### config.mk
export PLATFORM = sky130hd
export DESIGN_NAME = ppm_pulse_train_decoder_flat
export DESIGN_NICKNAME = d
export VERILOG_FILES = /design/src/ppmd_pkg.sv /design/src/ppmd_if.sv /design/src/ppm_pulse_train_decoder.sv /design/src/ppmd_cfg.sv /design/src/ppmd_decode.sv /design/src/flat_wrapper.sv
export SDC_FILE = /design/constraint.sdc
export NUM_CORES = 1
export LEC_CHECK = 0
export BUFFER_PORTS_ARGS = -buffer_cell sky130_fd_sc_hd__buf_2
export CORE_ASPECT_RATIO = 0.75
export CORE_UTILIZATION = 55
export DETAILED_ROUTE_END_ITERATION = 12
export GPL_TIMING_DRIVEN = 0
export PLACE_DENSITY = 0.75
export SETUP_SLACK_MARGIN = 0.02
export SLEW_MARGIN = 25
export SYNTH_ARGS = -nofsm -noshare
export SYNTH_HDL_FRONTEND = slang
export SYNTH_SLANG_ARGS = --single-unit
### constraint.sdc
create_clock -name clk_i -period 11.9 [get_ports clk_i]
set_input_delay 0 -clock clk_i [delete_from_list [all_inputs] [get_ports clk_i]]
set_output_delay 0 -clock clk_i [all_outputs]
set_load 0.01 [all_outputs]
### src/ppmd_pkg.sv
// ----------------------------------------------------------------------------
// PPM decoder package
// Shared types, register codes and constants for the PPM pulse train decoder.
// ----------------------------------------------------------------------------
package ppmd_pkg;

  localparam int unsigned MAX_CHANNELS = 16;
  localparam int unsigned TIME_W       = 16;
  localparam int unsigned CNT_W        = 5;
  localparam int unsigned IDX_W        = 4;
  localparam int unsigned FRAME_W      = 32;
  localparam int unsigned CFG_IDX_W    = 2;

  localparam logic [TIME_W-1:0] GLITCH_RST  = 16'd400;
  localparam logic [TIME_W-1:0] SYNC_RST    = 16'd4000;
  localparam logic [TIME_W-1:0] NEUTRAL_RST = 16'd1500;

  typedef enum logic [CFG_IDX_W-1:0] {
    REG_GLITCH  = 2'd0,
    REG_SYNC    = 2'd1,
    REG_NEUTRAL = 2'd2,
    REG_ENABLE  = 2'd3
  } cfg_reg_e;

  typedef enum logic [2:0] {
    ST_GLITCH   = 3'd0,
    ST_STORED   = 3'd1,
    ST_SYNC     = 3'd2,
    ST_DROPPED  = 3'd3,
    ST_DISABLED = 3'd4
  } status_e;

  typedef struct packed {
    logic [TIME_W-1:0] glitch_limit;
    logic [TIME_W-1:0] sync_limit;
    logic [TIME_W-1:0] neutral_width;
    logic              capture_enabled;
  } cfg_t;

  typedef struct packed {
    status_e                  status;
    logic [IDX_W-1:0]         channel_index;
    logic signed [TIME_W-1:0] channel_value;
    logic [FRAME_W-1:0]       frame_total;
    logic [CNT_W-1:0]         channels_last_frame;
  } res_t;

endpackage

### src/ppmd_if.sv
// ----------------------------------------------------------------------------
// PPM decoder channels
// Valid/ready interfaces for the edge requests and the decode results.
// ----------------------------------------------------------------------------
interface ppmd_in_if import ppmd_pkg::*; ();
  logic              valid;
  logic              ready;
  logic [TIME_W-1:0] edge_time;

  modport source (output valid, output edge_time, input ready);
  modport sink   (input valid, input edge_time, output ready);
endinterface

interface ppmd_out_if import ppmd_pkg::*; ();
  logic                     valid;
  logic                     ready;
  logic [2:0]               status;
  logic [IDX_W-1:0]         channel_index;
  logic signed [TIME_W-1:0] channel_value;
  logic [FRAME_W-1:0]       frame_total;
  logic [CNT_W-1:0]         channels_last_frame;

  modport source (output valid, output status, output channel_index, output channel_value,
                  output frame_total, output channels_last_frame, input ready);
  modport sink   (input valid, input status, input channel_index, input channel_value,
                  input frame_total, input channels_last_frame, output ready);
endinterface

### src/ppm_pulse_train_decoder.sv
// ----------------------------------------------------------------------------
// PPM pulse train decoder
// Turns captured falling-edge timer values into channel, sync and glitch reports.
// ----------------------------------------------------------------------------
// Usage:
//   in_s  : one request per falling edge, carrying the 16-bit timer capture.
//   out_s : exactly one result per request, in request order.
//   cfg   : cfg_we_i/cfg_idx_i/cfg_wdata_i write glitch limit (0), sync limit (1),
//           neutral width (2) and capture enable (3); write only while idle.
// Path: a request taken into the input register is decoded by two subtracts and
//   three compares, and its result is loaded into the result register and shows on
//   out_s as soon as that register is free or being read out.
// Throughput: one request per cycle unless out_s stalls, set by the input and result
//   registers advancing together; frame state updates when a result is loaded.
// Reset: capture is disabled, limits return to 400/4000/1500, the edge time,
//   channel counters and frame counter clear, and both registers empty.
// Stall: a held result keeps its value; one more request is taken into the input
//   register, then in_s.ready drops until out_s.ready frees the result register.
// ----------------------------------------------------------------------------
module ppm_pulse_train_decoder import ppmd_pkg::*; (
  input  logic                 clk_i,
  input  logic                 rst_ni,
  ppmd_in_if.sink              in_s,
  ppmd_out_if.source           out_s,
  input  logic                 cfg_we_i,
  input  logic [CFG_IDX_W-1:0] cfg_idx_i,
  input  logic [TIME_W-1:0]    cfg_wdata_i
);

  cfg_t              cfg;
  res_t              res;
  res_t              out_q;
  logic              in_vld_q, out_vld_q;
  logic [TIME_W-1:0] in_time_q;
  logic              adv;

  ppmd_cfg u_cfg (
    .clk_i       (clk_i),
    .rst_ni      (rst_ni),
    .cfg_we_i    (cfg_we_i),
    .cfg_idx_i   (cfg_idx_i),
    .cfg_wdata_i (cfg_wdata_i),
    .cfg_o       (cfg)
  );

  ppmd_decode u_decode (
    .clk_i       (clk_i),
    .rst_ni      (rst_ni),
    .cfg_i       (cfg),
    .adv_i       (adv),
    .edge_time_i (in_time_q),
    .res_o       (res)
  );

  assign adv        = in_vld_q && (!out_vld_q || out_s.ready);
  assign in_s.ready = !in_vld_q || adv;

  always_ff @(posedge clk_i or negedge rst_ni) begin
    if (!rst_ni) begin
      in_vld_q  <= 1'b0;
      out_vld_q <= 1'b0;
    end else begin
      if (in_s.ready) begin
        in_vld_q <= in_s.valid;
      end
      if (adv) begin
        out_vld_q <= 1'b1;
      end else if (out_s.ready) begin
        out_vld_q <= 1'b0;
      end
    end
  end

  always_ff @(posedge clk_i) begin
    if (in_s.valid && in_s.ready) begin
      in_time_q <= in_s.edge_time;
    end
    if (adv) begin
      out_q <= res;
    end
  end

  assign out_s.valid               = out_vld_q;
  assign out_s.status              = out_q.status;
  assign out_s.channel_index       = out_q.channel_index;
  assign out_s.channel_value       = out_q.channel_value;
  assign out_s.frame_total         = out_q.frame_total;
  assign out_s.channels_last_frame = out_q.channels_last_frame;

  a_fields_zero: assert property (@(posedge clk_i) disable iff (!rst_ni)
    out_s.valid && (out_s.status != ST_STORED) |->
      (out_s.channel_index == '0) && (out_s.channel_value == '0))
    else $error("channel fields set on a non-channel result");

  a_count_bound: assert property (@(posedge clk_i) disable iff (!rst_ni)
    out_s.valid |-> out_s.channels_last_frame <= CNT_W'(MAX_CHANNELS))
    else $error("latched channel count beyond maximum");

  a_ready_full: assert property (@(posedge clk_i) disable iff (!rst_ni)
    !in_s.ready |-> in_vld_q && out_vld_q && !out_s.ready)
    else $error("input stalled while pipeline has room");

endmodule

### src/ppmd_cfg.sv
// ----------------------------------------------------------------------------
// PPM decoder configuration registers
// Holds glitch limit, sync limit, neutral width and capture enable.
// ----------------------------------------------------------------------------
module ppmd_cfg import ppmd_pkg::*; (
  input  logic                 clk_i,
  input  logic                 rst_ni,
  input  logic                 cfg_we_i,
  input  logic [CFG_IDX_W-1:0] cfg_idx_i,
  input  logic [TIME_W-1:0]    cfg_wdata_i,
  output cfg_t                 cfg_o
);

  cfg_t cfg_q, cfg_d;

  always_comb begin
    cfg_d = cfg_q;
    if (cfg_we_i) begin
      case (cfg_reg_e'(cfg_idx_i))
        REG_GLITCH:  cfg_d.glitch_limit    = cfg_wdata_i;
        REG_SYNC:    cfg_d.sync_limit      = cfg_wdata_i;
        REG_NEUTRAL: cfg_d.neutral_width   = cfg_wdata_i;
        REG_ENABLE:  cfg_d.capture_enabled = cfg_wdata_i[0];
        default:     cfg_d = cfg_q;
      endcase
    end
  end

  always_ff @(posedge clk_i or negedge rst_ni) begin
    if (!rst_ni) begin
      cfg_q.glitch_limit    <= GLITCH_RST;
      cfg_q.sync_limit      <= SYNC_RST;
      cfg_q.neutral_width   <= NEUTRAL_RST;
      cfg_q.capture_enabled <= 1'b0;
    end else begin
      cfg_q <= cfg_d;
    end
  end

  assign cfg_o = cfg_q;

endmodule

### src/ppmd_decode.sv
// ----------------------------------------------------------------------------
// PPM decoder classification
// Measures the pulse width, classifies it and keeps the frame state.
// ----------------------------------------------------------------------------
module ppmd_decode import ppmd_pkg::*; (
  input  logic              clk_i,
  input  logic              rst_ni,
  input  cfg_t              cfg_i,
  input  logic              adv_i,
  input  logic [TIME_W-1:0] edge_time_i,
  output res_t              res_o
);

  logic [TIME_W-1:0]  prev_q, prev_d;
  logic [CNT_W-1:0]   next_ch_q, next_ch_d;
  logic [CNT_W-1:0]   latched_q, latched_d;
  logic [FRAME_W-1:0] frames_q, frames_d;
  logic [TIME_W-1:0]  width;

  assign width = edge_time_i - prev_q;

  always_comb begin
    prev_d    = prev_q;
    next_ch_d = next_ch_q;
    latched_d = latched_q;
    frames_d  = frames_q;
    res_o.status        = ST_DISABLED;
    res_o.channel_index = '0;
    res_o.channel_value = '0;
    if (cfg_i.capture_enabled) begin
      if (width <= cfg_i.glitch_limit) begin
        res_o.status = ST_GLITCH;
      end else begin
        prev_d = edge_time_i;
        if (width >= cfg_i.sync_limit) begin
          frames_d     = frames_q + FRAME_W'(1);
          latched_d    = next_ch_q;
          next_ch_d    = '0;
          res_o.status = ST_SYNC;
        end else if (next_ch_q < CNT_W'(MAX_CHANNELS)) begin
          res_o.channel_index = next_ch_q[IDX_W-1:0];
          res_o.channel_value = width - cfg_i.neutral_width;
          next_ch_d           = next_ch_q + CNT_W'(1);
          res_o.status        = ST_STORED;
        end else begin
          res_o.status = ST_DROPPED;
        end
      end
    end
    res_o.frame_total         = frames_d;
    res_o.channels_last_frame = latched_d;
  end

  always_ff @(posedge clk_i or negedge rst_ni) begin
    if (!rst_ni) begin
      prev_q    <= '0;
      next_ch_q <= '0;
      latched_q <= '0;
      frames_q  <= '0;
    end else if (adv_i) begin
      prev_q    <= prev_d;
      next_ch_q <= next_ch_d;
      latched_q <= latched_d;
      frames_q  <= frames_d;
    end
  end

endmodule

### src/flat_wrapper.sv
// flat-port wrapper written by rule: the top's interface ports become plain ports
module ppm_pulse_train_decoder_flat import ppmd_pkg::*;
  (clk_i, rst_ni, cfg_we_i, cfg_idx_i, cfg_wdata_i, in_s_valid, in_s_edge_time, in_s_ready, out_s_valid, out_s_status, out_s_channel_index, out_s_channel_value, out_s_frame_total, out_s_channels_last_frame, out_s_ready);
  ppmd_in_if in_s_i ();
  ppmd_out_if out_s_i ();
  input  logic clk_i;
  input  logic rst_ni;
  input  logic cfg_we_i;
  input  logic [CFG_IDX_W-1:0] cfg_idx_i;
  input  logic [TIME_W-1:0] cfg_wdata_i;
  input wire logic [$bits(in_s_i.valid)-1:0] in_s_valid;
  input wire logic [$bits(in_s_i.edge_time)-1:0] in_s_edge_time;
  output wire logic [$bits(in_s_i.ready)-1:0] in_s_ready;
  output wire logic [$bits(out_s_i.valid)-1:0] out_s_valid;
  output wire logic [$bits(out_s_i.status)-1:0] out_s_status;
  output wire logic [$bits(out_s_i.channel_index)-1:0] out_s_channel_index;
  output wire logic [$bits(out_s_i.channel_value)-1:0] out_s_channel_value;
  output wire logic [$bits(out_s_i.frame_total)-1:0] out_s_frame_total;
  output wire logic [$bits(out_s_i.channels_last_frame)-1:0] out_s_channels_last_frame;
  input wire logic [$bits(out_s_i.ready)-1:0] out_s_ready;
  assign in_s_i.valid = in_s_valid;
  assign in_s_i.edge_time = in_s_edge_time;
  assign in_s_ready = in_s_i.ready;
  assign out_s_valid = out_s_i.valid;
  assign out_s_status = out_s_i.status;
  assign out_s_channel_index = out_s_i.channel_index;
  assign out_s_channel_value = out_s_i.channel_value;
  assign out_s_frame_total = out_s_i.frame_total;
  assign out_s_channels_last_frame = out_s_i.channels_last_frame;
  assign out_s_i.ready = out_s_ready;
  ppm_pulse_train_decoder u_core (.clk_i(clk_i), .rst_ni(rst_ni), .in_s(in_s_i), .out_s(out_s_i), .cfg_we_i(cfg_we_i), .cfg_idx_i(cfg_idx_i), .cfg_wdata_i(cfg_wdata_i));
endmodule
==> impl_metrics.py, run 1 <==
metrics = {
    "status": {
        "outcome": "completed",
    },
    "timing": {
        "rsz0062_at_grt": "false",
        "fin_crit_ps": 5150,
        "setup_slack_ps": 6750,
        "setup_viol": 0,
        "finalMaxSlewViolations": 0,
        "fmax_mhz": 194,
        "fin_crit_sh_pct": 43.3,
        "max-slew-margin-rel_pct": 50.9,
        "fin_skew_ps": 10.6,
        "final-hold-violation-count": 0,
        "worst_slew_pin_slew_ps": 730,
        "setup_tns_ps": 0,
    },
    "synth": {
        "ys_types": 69,
        "synth.most_common_cell": "dfrtp_1",
        "synth_area_um2": 9890,
        "synth_edf_count": 76,
        "synth_nets": 958,
        "synth.area.mux_share_pct": 6.94,
        "synth_ff_type": "dfrtp_1",
        "synthAdderAreaFrac_pct": 8.50,
        "synth_top_family_by_area": "simple AND/OR/NAND/NOR gates",
        "ys_warn_count": 0,
        "yosys.area_share.simple_pct": 14.6,
        "synth-compound-area-share_pct": 7.21,
        "synth_xor_area_share_pct": 7.83,
        "synth_seq_cells": 185,
        "synth_area_leaders": "dfrtp_1, edfxtp_1, ha_1, mux2_2, dfstp_2",
        "synth.largest_area_cell": "dfrtp_1",
        "synth_seq_area_share_pct": 50.9,
        "synthTopCellsByCount": "dfrtp_1, edfxtp_1, inv_1",
        "synthCells": 853,
        "synth_area_per_cell_um2": 11.6,
        "yosysTopAreaCellShare_pct": 23.5,
        "synthArstFlopShare_pct": 58.9,
    },
    "final_layout": {
        "drive_gt1_share_pct": 24.2,
        "syn_to_final_growth_pct": 18.9,
        "final_cells": 1268,
        "n_antenna_cell": 0,
        "nets": 1118,
        "final_area_um2": 11800,
    },
    "floorplanning": {
        "dieWidth_um": 157,
        "start_util_pct": 56.2,
        "ios": 101,
        "dieHeight_um": 118,
        "dieArea_um2": 18500,
        "core.rowCount": 42,
        "design.core.area_um2": 17600,
    },
    "critical_path": {
        "max_stage_delay_ps": 440,
        "cpMaxStageDelayCell": "buf_1",
        "critPathArrivalTime_ps": 5330,
        "cp-end-kind": "register",
        "start_kind": "register",
        "path_class": "register to register",
        "required_ps": 12080,
        "worstPathMaxFanout": 10,
        "worstPathCellList": "ha_1 -> fa_1 -> nor2b_1 -> o21a_1 -> o21ai_1 -> a21oi_1 -> o2111ai_1 -> a31oi_1 -> or4b_1 -> nand3_1 -> ha_1 -> nand4_1 -> nor3_1 -> o21ai_0 -> o211ai_1 -> and3_1 -> buf_2 -> buf_1 -> nand3_1 -> xnor2_1",
    },
    "clocking": {
        "path_clk_slew_ps": 70,
        "cts_tree": "built",
        "numCtsBuffers": 17,
        "cts_root_buf": "clkbuf_16",
        "clk_latency_ps": 430,
        "cts_sinks": 185,
        "max-clock-path-buffers": 2,
        "htree_levels": 4,
    },
    "placed_design": {
        "numPortBuffers": 100,
        "hpwl_um": 14300,
        "dp.cells": 1197,
        "placed_area_um2": 10800,
        "dp_slack_ps": 6780,
        "place_congestion": 0.864,
    },
    "global_route": {
        "antenna_found_initial": 0,
        "grt_pass1_vias": 6515,
        "track_usage_pct": 23.6,
        "grtUsageMet1_pct": 36.2,
        "grt_busiest_layer": "met1",
        "met3_usage_pct": 4.25,
        "grt_start_max_net_pins": 59,
        "grt_pass1_wl_um": 33300,
        "grt_overflow": 0,
        "met2_usage_pct": 33.6,
    },
    "routing": {
        "routed_wl_um": 20500,
        "wl_per_cell_um": 16.1,
        "drtIter0Drc": 589,
        "drcViolationCount": 0,
        "routed_via_density": 5.38,
        "postRouteAntennaNets": 0,
        "vias": 6827,
        "dr.pass1.iters": 5,
    },
    "job": {
        "cap_violations": 0,
    },
    "pwr": {
        "ir_worst_vdd_uv": 129,
        "totalPowerFinal_mw": 3.08,
        "power.density_nw_per_um2": 262,
        "p_leak_nw": 5.31,
    },
    "min_path": {
        "worstHoldPathType": "primary input to async pin",
    },
}
[routing by layer]
layer / routed length, um / share of wire, %
met2: 8660 / 42
met3: 1070 / 5.2
met4: 375 / 1.8
met1: 10400 / 51
met5: 0 / 0
[registers in the layout, summed over array words and instances, names as in the netlist]
signal and count:
u_core.out_s.status 3, u_core.in_vld_q 1, u_core.out_s.valid 1, u_core.in_time_q 16
u_core.out_s.channel_index 4, u_core.u_decode.latched_q 5, u_core.u_cfg.cfg_o 49, u_core.out_s.channels_last_frame 5
u_core.u_decode.frames_q 32, u_core.out_s.frame_total 32, u_core.u_decode.next_ch_q 5, u_core.out_s.channel_value 16
u_core.u_decode.prev_q 16
[cells in the final DEF, fill, tap and decap left out, types with 4 or more instances in the layout]
master	instances
edfxtp_1	76
nor3b_1	10
nand3b_1	9
inv_6	5
inv_1	70
dfrtp_1	93
nor2b_1	7
o21ai_0	29
nor4_1	6
dlygate4sd3_1	39
and2_1	13
nor3_1	23
dfstp_2	16
clkbuf_16	17
nand2b_1	11
a21oi_1	29
nor2_1	31
nand2_1	41
nand3_1	40
xor2_1	38
a21o_1	16
o21a_1	9
ha_1	64
xnor2_1	46
and4_1	4
a211oi_1	4
and3_1	13
nand4_1	12
buf_2	105
clkbuf_1	13
mux2_2	61
[cell families after synthesis]
group | count (synthesis)
AO/OA/AOI/OAI | 111
XOR/XNOR | 86
buffers and inverters | 97
multiplexers | 61
AND/OR/NAND/NOR | 247
adder cells (fa/ha/maj) | 66
flip-flops | 185
[worst paths after layout]
path	cells after the start	to	slack [ps]	startpoint
min	2	u_core.u_decode.prev_q[14]$_DFFE_PN0P_	90	rst_ni
min in group clk_i	2	u_core.in_time_q[15]$_DFFE_PP_	270	in_s_edge_time[15]
max	20	u_core.out_s.frame_total[15]$_DFFE_PP_	6750	u_core.u_decode.prev_q[0]$_DFFE_PN0P_
min reg2reg	1	u_core.u_decode.prev_q[6]$_DFFE_PN0P_	500	u_core.u_decode.prev_q[6]$_DFFE_PN0P_
max in group asynchronous	3	u_core.u_cfg.cfg_o[22]$_DFFE_PN1P_	11120	rst_ni
max reg2reg	20	u_core.out_s.frame_total[15]$_DFFE_PP_	6750	u_core.u_decode.prev_q[0]$_DFFE_PN0P_
[per-stage QoR]
stage,util (%),hold slack (ps)
detailed placement,61.1,-0.375
floorplan,-,-296
finish,66.8,85.0
CTS,66.8,97.8
global route,66.8,138
global placement,60.7,178
[critical path, delay by kind of cell (launching register included)]
family          cells  cell delay (ps)
xor+xnor            1              170
flops               1              390
fa+ha+maj           3             1000
simple gates        7             1340
compound gates      7             1290
buf+inv             2              700
[report_power, final]
group          switching (mW)  total, mW  internal (mW)
Clock                   0.260      0.587          0.327
Sequential             0.0532      0.866          0.813
Combinational           0.982       1.63          0.647
Total                    1.30       3.08           1.79
[area by class of cell]
cell class / count / area (um2)
Fill cell: 1318 / 5850
Sequential cell: 185 / 5030
Multi-Input combinational cell: 571 / 4460
Timing Repair Buffer: 141 / 952
Clock buffer: 19 / 453
Tap cell: 242 / 303
Inverter: 71 / 269
Clock inverter: 13 / 156
Buffer: 26 / 139
[repair_timing]
action	CTS	global route
resized for setup	0	0
hold endpoints to repair	162	0
endpoints found under the setup margin	0	0
hold buffers	39	0
buffers inserted	0	0
Power figures use the tool's default switching activity.
==> run 2, diff against run 1 <==
--- a/config.mk
+++ b/config.mk
@@ -7,10 +7,10 @@
 export LEC_CHECK = 0
 export BUFFER_PORTS_ARGS = -buffer_cell sky130_fd_sc_hd__buf_2
 export CORE_ASPECT_RATIO = 0.75
-export CORE_UTILIZATION = 55
+export CORE_UTILIZATION = 54
 export DETAILED_ROUTE_END_ITERATION = 12
 export GPL_TIMING_DRIVEN = 0
-export PLACE_DENSITY = 0.75
+export PLACE_DENSITY = 0.77
 export SETUP_SLACK_MARGIN = 0.02
 export SLEW_MARGIN = 25
 export SYNTH_ARGS = -nofsm -noshare
==> constraint.sdc (replaced) <==
create_clock -name clk_i -period 4.6 [get_ports clk_i]
set_input_delay 0 -clock clk_i [delete_from_list [all_inputs] [get_ports clk_i]]
set_output_delay 0 -clock clk_i [all_outputs]
set_load 0.01 [all_outputs]
==> impl_metrics.py, run 2 (same netlist as run 1, synthesis figures left out) <==
metrics = {
    "status": {
        "outcome": "completed",
    },
    "global_route": {
        "grt_busiest_layer": "met2",
        "grt_pass1_wl_um": 33600,
        "grt_start_max_net_pins": 73,
        "grt_pass1_vias": 6700,
        "grt_overflow": 0,
        "met3_usage_pct": 4.66,
        "grtUsageMet1_pct": 34.3,
        "met2_usage_pct": 34.8,
        "track_usage_pct": 23.4,
        "antenna_found_initial": 0,
    },
    "floorplanning": {
        "start_util_pct": 55.7,
        "core.rowCount": 42,
        "ios": 101,
        "design.core.area_um2": 17800,
        "dieArea_um2": 18900,
        "dieHeight_um": 119,
        "dieWidth_um": 158,
    },
    "routing": {
        "postRouteAntennaNets": 0,
        "drcViolationCount": 0,
        "routed_wl_um": 21000,
        "dr.pass1.iters": 5,
        "wl_per_cell_um": 16.3,
        "vias": 6887,
        "routed_via_density": 5.37,
        "drtIter0Drc": 502,
    },
    "pwr": {
        "p_leak_nw": 5.41,
        "share_comb_of_total_power_pct": 54.9,
        "ir_worst_vdd_uv": 388,
        "switching_share_pct": 41.4,
        "clkPwrFrac_pct": 18.0,
        "power.internal_mw": 4.85,
        "power.density_nw_per_um2": 689,
        "power_frac_seq_pct": 27.1,
        "switching_power_mw": 3.43,
    },
    "clocking": {
        "max-clock-path-buffers": 2,
        "clk_latency_ps": 440,
        "numCtsBuffers": 17,
        "path_clk_slew_ps": 70,
        "cts_root_buf": "clkbuf_16",
        "htree_levels": 4,
        "cts_tree": "built",
        "cts_sinks": 185,
    },
    "critical_path": {
        "worstPathMaxFanout": 7,
        "required_ps": 4780,
        "worstRegToRegCells": 17,
        "start_kind": "register",
        "max_stage_delay_ps": 400,
        "reg2reg_from": "u_core.u_decode.prev_q[1]$_DFFE_PN0P_",
        "timing.rr.end": "u_core.out_s.frame_total[1]$_DFFE_PP_",
        "cp-end-kind": "register",
        "critPathArrivalTime_ps": 4610,
        "cpMaxStageDelayCell": "dfrtp_1",
        "worstPathCellList": "inv_1 -> ha_1 -> nor2b_1 -> o31ai_2 -> a211oi_2 -> o31ai_2 -> o21bai_1 -> a21oi_2 -> xnor2_2 -> ha_1 -> a21o_1 -> a21o_1 -> a21oi_1 -> o211ai_1 -> and3_4 -> nand2_1 -> mux2_2",
        "path_class": "register to register",
        "r2r_slack_ps": 180,
    },
    "timing": {
        "fmax_mhz": 226,
        "fin_skew_ps": 12.0,
        "final-hold-violation-count": 0,
        "max-slew-margin-rel_pct": 51.5,
        "fin_crit_ps": 4420,
        "setup_viol": 0,
        "fin_crit_sh_pct": 96.2,
        "finalMaxSlewViolations": 0,
        "worst_slew_pin_slew_ps": 728,
    },
    "final_layout": {
        "nets": 1132,
        "n_antenna_cell": 0,
        "final_cells": 1282,
        "layout_common_cells": "buf_2, dfrtp_1, edfxtp_1",
        "drive_gt1_share_pct": 27.8,
        "syn_to_final_growth_pct": 21.4,
        "utilization_pct": 67.6,
        "layout.cells.most_common": "buf_2",
        "largest_register_ffs": 49,
    },
    "placed_design": {
        "hpwl_um": 14600,
        "numPortBuffers": 100,
        "dp.cells": 1197,
        "place_congestion": 0.875,
    },
    "job": {
        "cap_violations": 0,
    },
    "min_path": {
        "worstHoldPathType": "primary input to async pin",
    },
}
-- run 2: changes by cell type in the layout (fill, tap and decap cells not counted), sizes merged --
cell    delta
buf       +15
inv        -3
clkinv     +2
-- run 2: worst max-delay path by stage --
stage,from,to,slack (ps),cells past startpoint
2_1_floorplan,u_core.u_decode.prev_q[0]$_DFFE_PN0P_,u_core.out_s.frame_total[3]$_DFFE_PP_,560,20
3_3_place_gp,u_core.u_decode.prev_q[0]$_DFFE_PN0P_,u_core.out_s.frame_total[21]$_DFFE_PP_,-400,20
3_5_place_dp,u_core.u_decode.prev_q[0]$_DFFE_PN0P_,u_core.out_s.frame_total[16]$_DFFE_PP_,-520,20
4_1_cts,u_core.in_time_q[2]$_DFFE_PP_,u_core.out_s.frame_total[15]$_DFFE_PP_,20,19
5_1_grt,u_core.in_time_q[0]$_DFFE_PP_,u_core.out_s.channel_value[9]$_SDFFCE_PP0P_,-20,21
6_report,u_core.u_decode.prev_q[1]$_DFFE_PN0P_,u_core.out_s.frame_total[1]$_DFFE_PP_,180,17
-- run 2: what timing repair did --
| action | 4_1_cts | 5_1_grt |
|---|---|---|
| endpoints found under the hold margin | 162 | 0 |
| setup buffers | 2 | 12 |
| cloned | 0 | 0 |
| gates resized for setup | 21 | 28 |
| hold buffers | 39 | 0 |
| pin swaps | 4 | 12 |
| setup endpoints to repair | 101 | 107 |
-- run 2: stage by stage --
| stage | hold WS [ps] | setup WS [ps] | TNS, ps | area [um2] | power, mW |
|---|---|---|---|---|---|
| 3_3_place_gp | 178 | -401 | -14110 | 10700 | 6.23 |
| 4_1_cts | 43.7 | 16.1 | 0 | 11800 | 8.03 |
| 3_5_place_dp | -56.3 | -522 | -23570 | 10800 | 6.35 |
| 6_report | 37.4 | 175 | 0 | 12000 | 8.28 |
| 5_1_grt | 69.2 | -23.1 | -31.8 | 12000 | 8.87 |
| 2_1_floorplan | -296 | 556 | 0 | 9890 | 5.28 |
-- run 2: power groups by stage --
stage | clock network (mW) | registers [mW] | logic (mW)
3_5_place_dp | 0 | 2.27 | 4.08
4_1_cts | 1.51 | 2.24 | 4.27
6_report | 1.49 | 2.24 | 4.54
5_1_grt | 1.58 | 2.28 | 5.01
2_1_floorplan | 0 | 2.30 | 2.97
3_3_place_gp | 0 | 2.26 | 3.96
-- run 2: cell type report --
class                           count  area, um2
Inverter                           71        269
Fill cell                        1410       5760
Buffer                             26        181
Sequential cell                   185       5030
Multi-Input combinational cell    571       4570
Tap cell                          242        303
Clock buffer                       20        458
Clock inverter                     12        139
Timing Repair Buffer              155       1060
-- run 2: worst max-delay path: cells and delay by family (launching register included) --
kind / cells / cell delay [ps]
buf+inv: 1 / 60
xor+xnor: 1 / 170
mux: 1 / 400
fa+ha+maj: 2 / 580
simple gates: 3 / 670
compound gates: 9 / 1880
flops: 1 / 400
-- run 2: metal layers --
metal | share of wire (%) | vias up
li1 | - | 3374
met1 | 49 | 3291
met2 | 45 | 191
met3 | 4.4 | 31
met4 | 1.6 | 0
met5 | 0 | -
==> run 3, diff against run 2 <==
--- a/config.mk
+++ b/config.mk
@@ -15,4 +15,5 @@
 export SLEW_MARGIN = 25
 export SYNTH_ARGS = -nofsm -noshare
 export SYNTH_HDL_FRONTEND = slang
+export SYNTH_HIERARCHICAL = 1
 export SYNTH_SLANG_ARGS = --single-unit
==> impl_metrics.py, run 3 <==
metrics = {
    "status": {
        "outcome": "completed",
    },
    "clocking": {
        "max-clock-path-buffers": 2,
        "clk_latency_ps": 440,
        "path_clk_slew_ps": 70,
        "numCtsBuffers": 17,
        "cts_tree": "built",
        "cts_sinks": 185,
        "htree_levels": 4,
        "cts_root_buf": "clkbuf_16",
    },
    "timing": {
        "fin_crit_sh_pct": 97.0,
        "setup_tns_ps": 0,
        "finalMaxSlewViolations": 0,
        "setup_viol": 0,
        "max-slew-margin-rel_pct": 58.4,
        "final-hold-violation-count": 0,
        "setup_slack_ps": 140,
        "fin_crit_ps": 4460,
        "fin_skew_ps": 8.16,
        "fmax_mhz": 224,
        "worst_slew_pin_slew_ps": 618,
    },
    "final_layout": {
        "n_antenna_cell": 0,
        "syn_to_final_growth_pct": 21.5,
        "final_area_um2": 11900,
        "fill_cells": 1307,
        "drive_gt1_share_pct": 26.2,
        "utilization_pct": 67.2,
        "nets": 1117,
        "layout.cells.most_common": "buf_2",
        "largest_register_ffs": 49,
        "layout_common_cells": "buf_2, dfrtp_1, inv_1",
        "final_cells": 1267,
    },
    "pwr": {
        "power.internal_mw": 4.88,
        "ir_worst_vdd_uv": 421,
        "power_frac_seq_pct": 25.8,
        "p_leak_nw": 5.19,
        "clkPwrFrac_pct": 17.5,
        "share_comb_of_total_power_pct": 56.7,
        "switching_power_mw": 3.74,
        "power.density_nw_per_um2": 725,
        "switching_share_pct": 43.4,
    },
    "floorplanning": {
        "dieHeight_um": 119,
        "design.core.area_um2": 17700,
        "core.rowCount": 42,
        "start_util_pct": 55.3,
        "ios": 101,
        "dieArea_um2": 18700,
        "dieWidth_um": 158,
    },
    "critical_path": {
        "max_stage_delay_ps": 450,
        "cpMaxStageDelayCell": "edfxtp_1",
        "path_class": "register to register",
        "startpoint": "u_core/in_time_q[5]$_DFFE_PP_",
        "cp-end-kind": "register",
        "required_ps": 4870,
        "cp_common_cell": "a21o_1",
        "start_kind": "register",
        "reg2reg_from": "u_core/in_time_q[5]$_DFFE_PP_",
        "worstPathMaxFanout": 10,
        "worstPathCellList": "ha_4 -> a211oi_4 -> o211ai_1 -> o31ai_4 -> o21ba_2 -> o21bai_1 -> a21oi_2 -> xnor2_2 -> ha_1 -> a21o_1 -> a21o_1 -> a221o_1 -> a31oi_4 -> nand2_2 -> or3b_4 -> clkbuf_4 -> nor2_1",
        "critPathArrivalTime_ps": 4730,
    },
    "global_route": {
        "grt_overflow": 0,
        "grt_pass1_vias": 7038,
        "antenna_found_initial": 0,
        "grt_pass1_wl_um": 36700,
        "track_usage_pct": 26.0,
        "grt_start_max_net_pins": 65,
    },
    "routing": {
        "postRouteAntennaNets": 0,
        "drtIter0Drc": 642,
        "wl_per_cell_um": 18.1,
        "drcViolationCount": 0,
        "dr.pass1.iters": 5,
        "routed_wl_um": 23000,
        "vias": 7128,
        "routed_via_density": 5.63,
    },
    "placed_design": {
        "hpwl_um": 15700,
        "dp.cells": 1189,
        "place_congestion": 0.876,
        "placed_area_um2": 10700,
        "numPortBuffers": 100,
        "dp_slack_ps": -490,
    },
    "synth": {
        "synth.largest_area_cell": "dfrtp_1",
        "synthTopCellsByCount": "dfrtp_1, inv_1, edfxtp_1",
        "synthCells": 845,
        "synth.most_common_cell": "dfrtp_1",
        "synth_edf_count": 76,
        "synth_area_leaders": "dfrtp_1, edfxtp_1, ha_1, mux2_2, xnor2_1",
        "synth_area_um2": 9790,
        "synthArstFlopShare_pct": 58.9,
        "ys_types": 63,
        "ys_warn_count": 6,
        "yosysTopAreaCellShare_pct": 23.8,
        "synth_nets": 950,
        "synth_seq_cells": 185,
        "synth_seq_area_share_pct": 51.4,
        "synth_area_per_cell_um2": 11.6,
        "synth_ff_type": "dfrtp_1",
    },
    "min_path": {
        "worstHoldPathType": "primary input to async pin",
    },
    "job": {
        "cap_violations": 0,
    },
}
run 3: cell count changes in the layout (fill, tap and decap cells not counted), sizes merged, moves of 6 or more:
cell	before	now
xor2	38	8
nand4	13	42
xnor2	47	75
nor3	26	7
buf	129	116
nor3b	13	2
and2	14	7
inv	74	80
nor2	33	39
nor4	8	2
run 3: metal layers:
layer | share of wire [%] | GRT usage, % | vias up
met5 | 0 | 0 | -
met4 | 2.5 | 10.1 | 0
met3 | 5.6 | 4.58 | 52
met2 | 45 | 38.1 | 236
met1 | 47 | 38.3 | 3497
li1 | - | - | 3343
run 3: path summary, 6_finish.rpt:
check	end	slack (ps)	cells after the start
setup / recovery	u_core/out_s.channel_value[8]$_DFFE_PP_	140	17
hold / removal	u_core/u_cfg/cfg_o[33]$_DFFE_PN0P_	60	2
setup reg to reg	u_core/out_s.channel_value[8]$_DFFE_PP_	140	17
hold reg to reg	u_core/u_decode/prev_q[8]$_DFFE_PN0P_	490	2
max in group asynchronous	u_core/u_decode/frames_q[0]$_DFFE_PN0P_	3860	3
min in group clk_i	u_core/in_time_q[0]$_DFFE_PP_	260	2
run 3: power groups by stage:
stage | Clock (mW) | Combinational, mW | Sequential, mW
6_report | 1.51 | 4.89 | 2.22
5_1_grt | 1.60 | 5.31 | 2.26
4_1_cts | 1.53 | 4.55 | 2.22
3_5_place_dp | 0 | 4.27 | 2.25
3_3_place_gp | 0 | 4.13 | 2.24
2_1_floorplan | 0 | 3.09 | 2.28
run 3: layout make-up:
| class | instances | area, um2 | share of cell area, % |
|---|---|---|---|
| flip-flops and latches | 185 | 5030 | 42.3 |
| repair buffers | 148 | 1020 | 8.55 |
| plain buffers | 25 | 168 | 1.41 |
| inverters | 77 | 289 | 2.43 |
| multi-input cells | 558 | 4490 | 37.7 |
| well taps | 242 | 303 | 2.54 |
| clock inverters | 14 | 173 | 1.45 |
| clock buffers | 18 | 429 | 3.61 |
run 3: kinds of logic after synthesis:
| family | share of synthesized area [%] |
|---|---|
| mux | 7.45 |
| fa+ha+maj | 8.59 |
| buf+inv | 4.27 |
| simple gates | 12.5 |
| flops | 51.4 |
| compound gates | 8.15 |
| xor+xnor | 7.67 |
run 3: stage by stage:
step / total power, mW / hold slack, ps
4_1_cts: 8.29 / 64.4
5_1_grt: 9.17 / 91.7
2_1_floorplan: 5.37 / -296
3_3_place_gp: 6.37 / 177
6_report: 8.62 / 62.1
3_5_place_dp: 6.52 / -42.1
run 3: worst max-delay path, delay by kind of cell (launching register included):
family,cells,cell delay [ps]
flip-flops,1,450
adder cells (fa/ha/maj),2,600
AND/OR/NAND/NOR,3,700
XOR/XNOR,1,160
AO/OA/AOI/OAI,10,2160
buffers and inverters,1,230
run 3: timing repair:
item / CTS / global route
buffers inserted: 2 / 5
pin swaps: 2 / 8
resized for setup: 27 / 17
endpoints found under the hold margin: 176 / 0
hold buffers: 39 / 0
setup endpoints to repair: 115 / 113
